--- src/hw/rtl/complex_arithmetic_unit_assert.svh ---
// ----------------------------------------------------------------------------
// complex arithmetic unit assertion macros
// shared concurrent assertion forms, clocked on i_clk, off during reset
// ----------------------------------------------------------------------------
`ifndef COMPLEX_ARITHMETIC_UNIT_ASSERT_SVH
`define COMPLEX_ARITHMETIC_UNIT_ASSERT_SVH

// same-cycle implication
`define CAU_ASSERT_IMP(label, ante, cons) \
    label: assert property (@(posedge i_clk) disable iff (!i_rst_n) (ante) |-> (cons)) \
        else $error("complex arithmetic unit assertion failed");

// next-cycle implication
`define CAU_ASSERT_NXT(label, ante, cons) \
    label: assert property (@(posedge i_clk) disable iff (!i_rst_n) (ante) |=> (cons)) \
        else $error("complex arithmetic unit assertion failed");

`endif

--- src/hw/rtl/cau_pkg.sv ---
// ----------------------------------------------------------------------------
// cau_pkg
// types, codes and helpers shared by the complex arithmetic unit
// ----------------------------------------------------------------------------
package cau_pkg;

    localparam int unsigned DATA_W = 32;
    localparam int unsigned PROD_W = 64;
    localparam int unsigned SUM_W  = 65;
    localparam int unsigned DEN_W  = 64;
    localparam int unsigned Q_W    = 32;
    localparam int unsigned REM_W  = DEN_W + Q_W;

    localparam logic [DATA_W-1:0] SAT_MAX = 32'h7FFF_FFFF;
    localparam logic [DATA_W-1:0] SAT_MIN = 32'h8000_0000;

    typedef enum logic [2:0] {
        OP_ADD  = 3'd0,
        OP_SUB  = 3'd1,
        OP_MUL  = 3'd2,
        OP_DIV  = 3'd3,
        OP_CONJ = 3'd4,
        OP_NEG  = 3'd5
    } t_op;

    typedef enum logic [1:0] {
        ST_OK   = 2'd0,
        ST_OVF  = 2'd1,
        ST_DIV0 = 2'd2
    } t_status;

    typedef struct packed {
        logic [DATA_W-1:0] val;
        logic              ovf;
    } t_sat;

    // control and finished non-divide results travelling with each transaction
    typedef struct packed {
        logic              valid;
        logic              is_div;
        logic              div0;
        logic              neg_re;
        logic              neg_im;
        logic              big_re;
        logic              big_im;
        logic [DATA_W-1:0] res_re;
        logic [DATA_W-1:0] res_im;
        t_status           status;
    } t_ctl;

    function automatic t_sat sat_wide(input logic signed [SUM_W-1:0] x);
        t_sat r;
        r.ovf = !((&x[SUM_W-1:DATA_W-1]) || !(|x[SUM_W-1:DATA_W-1]));
        if (r.ovf) begin
            r.val = x[SUM_W-1] ? SAT_MIN : SAT_MAX;
        end else begin
            r.val = x[DATA_W-1:0];
        end
        return r;
    endfunction

endpackage

--- src/hw/rtl/cau_back.sv ---
// ----------------------------------------------------------------------------
// cau_back
// quotient sign and saturation, status merge, output register
// ----------------------------------------------------------------------------
module cau_back (
    input  logic                       i_clk,
    input  logic                       i_rst_n,
    input  logic                       i_en,
    input  cau_pkg::t_ctl              i_ctl,
    input  logic [cau_pkg::Q_W-1:0]    i_q_re,
    input  logic [cau_pkg::Q_W-1:0]    i_q_im,
    output logic                       o_valid,
    output logic [cau_pkg::DATA_W-1:0] o_res_re,
    output logic [cau_pkg::DATA_W-1:0] o_res_im,
    output cau_pkg::t_status           o_status
);
    import cau_pkg::*;

    logic              r_valid;
    logic [DATA_W-1:0] r_res_re, r_res_im;
    t_status           r_status;
    logic [DATA_W-1:0] n_res_re, n_res_im;
    t_status           n_status;
    t_sat              w_fq_re, w_fq_im;

    function automatic t_sat fix_quot(input logic [Q_W-1:0] q, input logic neg,
                                      input logic big);
        t_sat r;
        r.ovf = 1'b0;
        r.val = q;
        if (big) begin
            r.ovf = 1'b1;
            r.val = neg ? SAT_MIN : SAT_MAX;
        end else if (!neg) begin
            if (q[Q_W-1]) begin
                r.ovf = 1'b1;
                r.val = SAT_MAX;
            end
        end else if (q > SAT_MIN) begin
            r.ovf = 1'b1;
            r.val = SAT_MIN;
        end else begin
            r.val = -q;
        end
        return r;
    endfunction

    assign w_fq_re = fix_quot(i_q_re, i_ctl.neg_re, i_ctl.big_re);
    assign w_fq_im = fix_quot(i_q_im, i_ctl.neg_im, i_ctl.big_im);

    always_comb begin
        if (!i_ctl.is_div) begin
            n_res_re = i_ctl.res_re;
            n_res_im = i_ctl.res_im;
            n_status = i_ctl.status;
        end else if (i_ctl.div0) begin
            n_res_re = '0;
            n_res_im = '0;
            n_status = ST_DIV0;
        end else begin
            n_res_re = w_fq_re.val;
            n_res_im = w_fq_im.val;
            n_status = (w_fq_re.ovf || w_fq_im.ovf) ? ST_OVF : ST_OK;
        end
    end

    always_ff @(posedge i_clk) begin
        if (!i_rst_n) begin
            r_valid <= 1'b0;
        end else if (i_en) begin
            r_valid <= i_ctl.valid;
        end
        if (i_en) begin
            r_res_re <= n_res_re;
            r_res_im <= n_res_im;
            r_status <= n_status;
        end
    end

    assign o_valid  = r_valid;
    assign o_res_re = r_res_re;
    assign o_res_im = r_res_im;
    assign o_status = r_status;

endmodule

--- config.mk ---
export PLATFORM = sky130hd
export DESIGN_NAME = cau_back
export DESIGN_NICKNAME = d
export VERILOG_FILES = /design/src/hw/rtl/complex_arithmetic_unit_assert.svh /design/src/hw/rtl/cau_pkg.sv /design/src/hw/rtl/cau_back.sv
export SDC_FILE = /design/constraint.sdc
export NUM_CORES = 1
export LEC_CHECK = 0
export ABC_CLOCK_PERIOD_IN_PS = 3210
export BUFFER_PORTS_ARGS = -buffer_cell sky130_fd_sc_hd__buf_2
export CAP_MARGIN = 20
export CORE_MARGIN = 1.5
export CORE_UTILIZATION = 49
export CTS_CLUSTER_DIAMETER = 80
export DETAILED_ROUTE_END_ITERATION = 12
export GPL_ROUTABILITY_DRIVEN = 0
export PLACE_DENSITY = 0.81
export REMOVE_ABC_BUFFERS = 1
export SLEW_MARGIN = 20
export SYNTH_ARGS = -nofsm -noshare
export SYNTH_HDL_FRONTEND = slang
export SYNTH_SLANG_ARGS = --single-unit
--- constraint.sdc ---
create_clock -name i_clk -period 3.21 [get_ports i_clk]
set_input_delay 0.642 -clock i_clk [delete_from_list [all_inputs] [get_ports i_clk]]
set_output_delay 0.642 -clock i_clk [all_outputs]
set_load 0.03 [all_outputs]
==> reports/results.txt <==
Ant diodes -> 0
Critical Path AT -> 3.09 ns
Detail Placement HPWL -> 11.9 mm
FMAX -> 0.341 GHz
Synth top area share -> 39.8%
Top_reg_cell synth -> edfxtp_1
Power per Cell Area -> 398 nW/um^2
Max clock buf depth -> 2
# fillers -> 887
CTS tree -> yes
Maxcap violations -> 0
Hold Buf Count CTS -> 0
Seq cells post-synth -> 67
Area post-placement -> 6200 sq um
DR vias -> 5,702
Vias/cell -> 6.25
Fin Setup TNS -> 0 ns
Metal-1 WL -> 6.90 mm
Warnings from Yosys -> 0
Multi-input logic area -> 2770 sq um
Final Slew Violations -> 0
Synth area leader -> edfxtp_1
Post-route cell area -> 6400 sq um
Min Tclk post-route -> 2.93 ns
Gr ovfl total -> 0
DR WL met2 -> 7.69 mm
Slew HR -> 49.5%
Peak VDD IR -> 220 uV
Final wirelength -> 16.4 mm
Tightest Hold Check Type -> input pin to register
Setup ws final -> 0.276 ns
Req. time, crit path -> 3.37 ns
Number of global-route vias before repair -> 5,415
Drt initial violations -> 465
WL met3 -> 1.38 mm
Worst slew pin tran -> 0.758 ns
Post-CTS sizing -> 0
Gate Count Post-Synth -> 580
Num CTS Buffers -> 9
Sequential fraction of the synthesis area -> 40.3%
Top cells by instance count after synthesis -> a21oi_1 (78), edfxtp_1 (66), nor2_1 (55)
Avg WL per Cell -> 18.0 um
Average size of a mapped cell -> 8.58 sq um
Leakage power -> 2.49 nW
WS Path Type -> input pin to register
Place WS -> 0.00533 ns
Status -> finished clean
Hold_ws -> 0.534 ns
Rows -> 36
Die H -> 104 um
Final Total Pwr -> 2.55 mW
Pin count of the biggest net entering global routing -> 62
Async S/R FF share, synth -> 0%
Reg clk slew, reported paths -> 0.08 ns
Chip width -> 104 um
Max stage delay on crit path -> 0.47 ns
Cells along the critical path -> buf_2 -> inv_1 -> ha_1 -> or3b_2 -> or3_1 -> nor3_2 -> a31oi_2 -> buf_4 -> o21ai_0
Clock skew -> 0 ns
Final hold violations -> 0
Routed Antenna Nets -> 0
Unrepaired setup endpoints after global routing -> no
Gr usage total -> 30.4%
Highest Signal Layer -> met4
CP max FO -> 17
Final nets -> 918
Crit path buf inv count -> 3
Most common cell in the netlist -> a21oi_1
Initial antenna violation count -> 1
First-pass GRT wire length -> 26.4 mm
CTS Sinks -> 67
Reg area -> 2000 sq um
Initial DRT Pass Iterations -> 6
CTS H-tree depth -> 3
Setup crit start kind -> input pin
Highest-delay cell along the critical path -> or3b_2
CP top delay family -> simple AND/OR/NAND/NOR gates
Starting Density -> 50.6%
Core area -> 9820 sq um
Synth area leaders -> edfxtp_1 (40%), a21oi_1 (7.8%), o21ai_0 (5.4%), nor2_1 (4.2%), clkbuf_1 (3.2%)
Clk Latency, worst-skew pair -> 0.35 ns
EDFF count, synth -> 66
P&R area growth vs syn -> 28.7%
Residual DRC -> 0
Clk root buf -> clkbuf_8
# setup viols final -> 0
Distinct cells, synth -> 58
Cell Area, Synth -> 4970 sq um
Port Buf Inserts -> 206
I/O pins -> 207
Postcts setup bufs -> 0
Die area -> 10,800 sq um
Layout cells sized above 1 -> 33.6%
Critical Path End Type -> register
Final period util -> 91.4%
[layout by cell type (no fill, tap or decap), types with 10 or more instances in the layout]
cell,instances
buf_4,23
buf_2,206
nor4_1,22
edfxtp_1,66
a21oi_1,78
or3_1,12
nand2_1,28
nor2_1,55
o31ai_1,10
nor3_1,19
nand3_1,11
or4_1,20
a31oi_1,16
o21ai_0,54
[kinds of logic (layout without fill, tap and decap cells)]
logic type               Yosys count  after routing  share of synthesized area (%)
AO/OA/AOI/OAI                    229            229                           28.8
AND/OR/NAND/NOR                  206            206                           22.3
flip-flops                        67             67                           40.3
buffers and inverters             55            255                           4.33
XOR/XNOR                          17             17                           2.99
multiplexers                       4              4                          0.830
adder cells (fa/ha/maj)            2              2                          0.503
[sequential cells by signal, summed over array words and instances (netlist names)]
signal,cells
o_res_im,32
o_res_re,32
o_status,2
o_valid,1
[final cells by class]
type                       instances  share of cell area, %
timing repair buffer             230                   19.1
clock buffer                       9                   1.93
clock inverter                     6                   1.27
inverter                          10                  0.586
sequential                        67                   31.3
multi-input combinational        458                   43.2
tap                              133                   2.60
[path summary, 6_finish.rpt]
kind / startpoint / cells past startpoint / end / slack (ns)
setup reg to reg: o_valid$_SDFFE_PN0P_ / 2 / o_valid$_SDFFE_PN0P_ / 2.58
setup / recovery: i_q_re[0] / 9 / o_res_re[11]$_DFFE_PP_ / 0.28
hold / removal: i_rst_n / 2 / o_valid$_SDFFE_PN0P_ / 0.53
hold reg to reg: o_valid$_SDFFE_PN0P_ / 2 / o_valid$_SDFFE_PN0P_ / 0.55
[worst reg2reg max path: cells and delay by family (launching register included)]
kind	cells	cell delay (ns)
DFF	1	0.34
muxes	1	0.07
and+or+nand+nor	1	0.15
[per-stage QoR]
stage / utilization, % / cells
6_report: 65.2 / 913
5_1_grt: 65.2 / 913
4_1_cts: 65.2 / 913
3_5_place_dp: 63.1 / 898
3_3_place_gp: 63.1 / 898
2_1_floorplan: - / 535
[per-layer routing]
layer | track usage, % | up-vias
met5 | 0 | -
met4 | 10.9 | 0
met3 | 6.23 | 35
met2 | 49.0 | 325
met1 | 40.5 | 2646
li1 | - | 2696
[power breakdown]
group,internal (mW),switching (mW),total [mW]
Clock,0.428,0.343,0.771
Sequential,1.06,0.0218,1.08
Combinational,0.233,0.459,0.692
(Power assumes the default switching activity.)
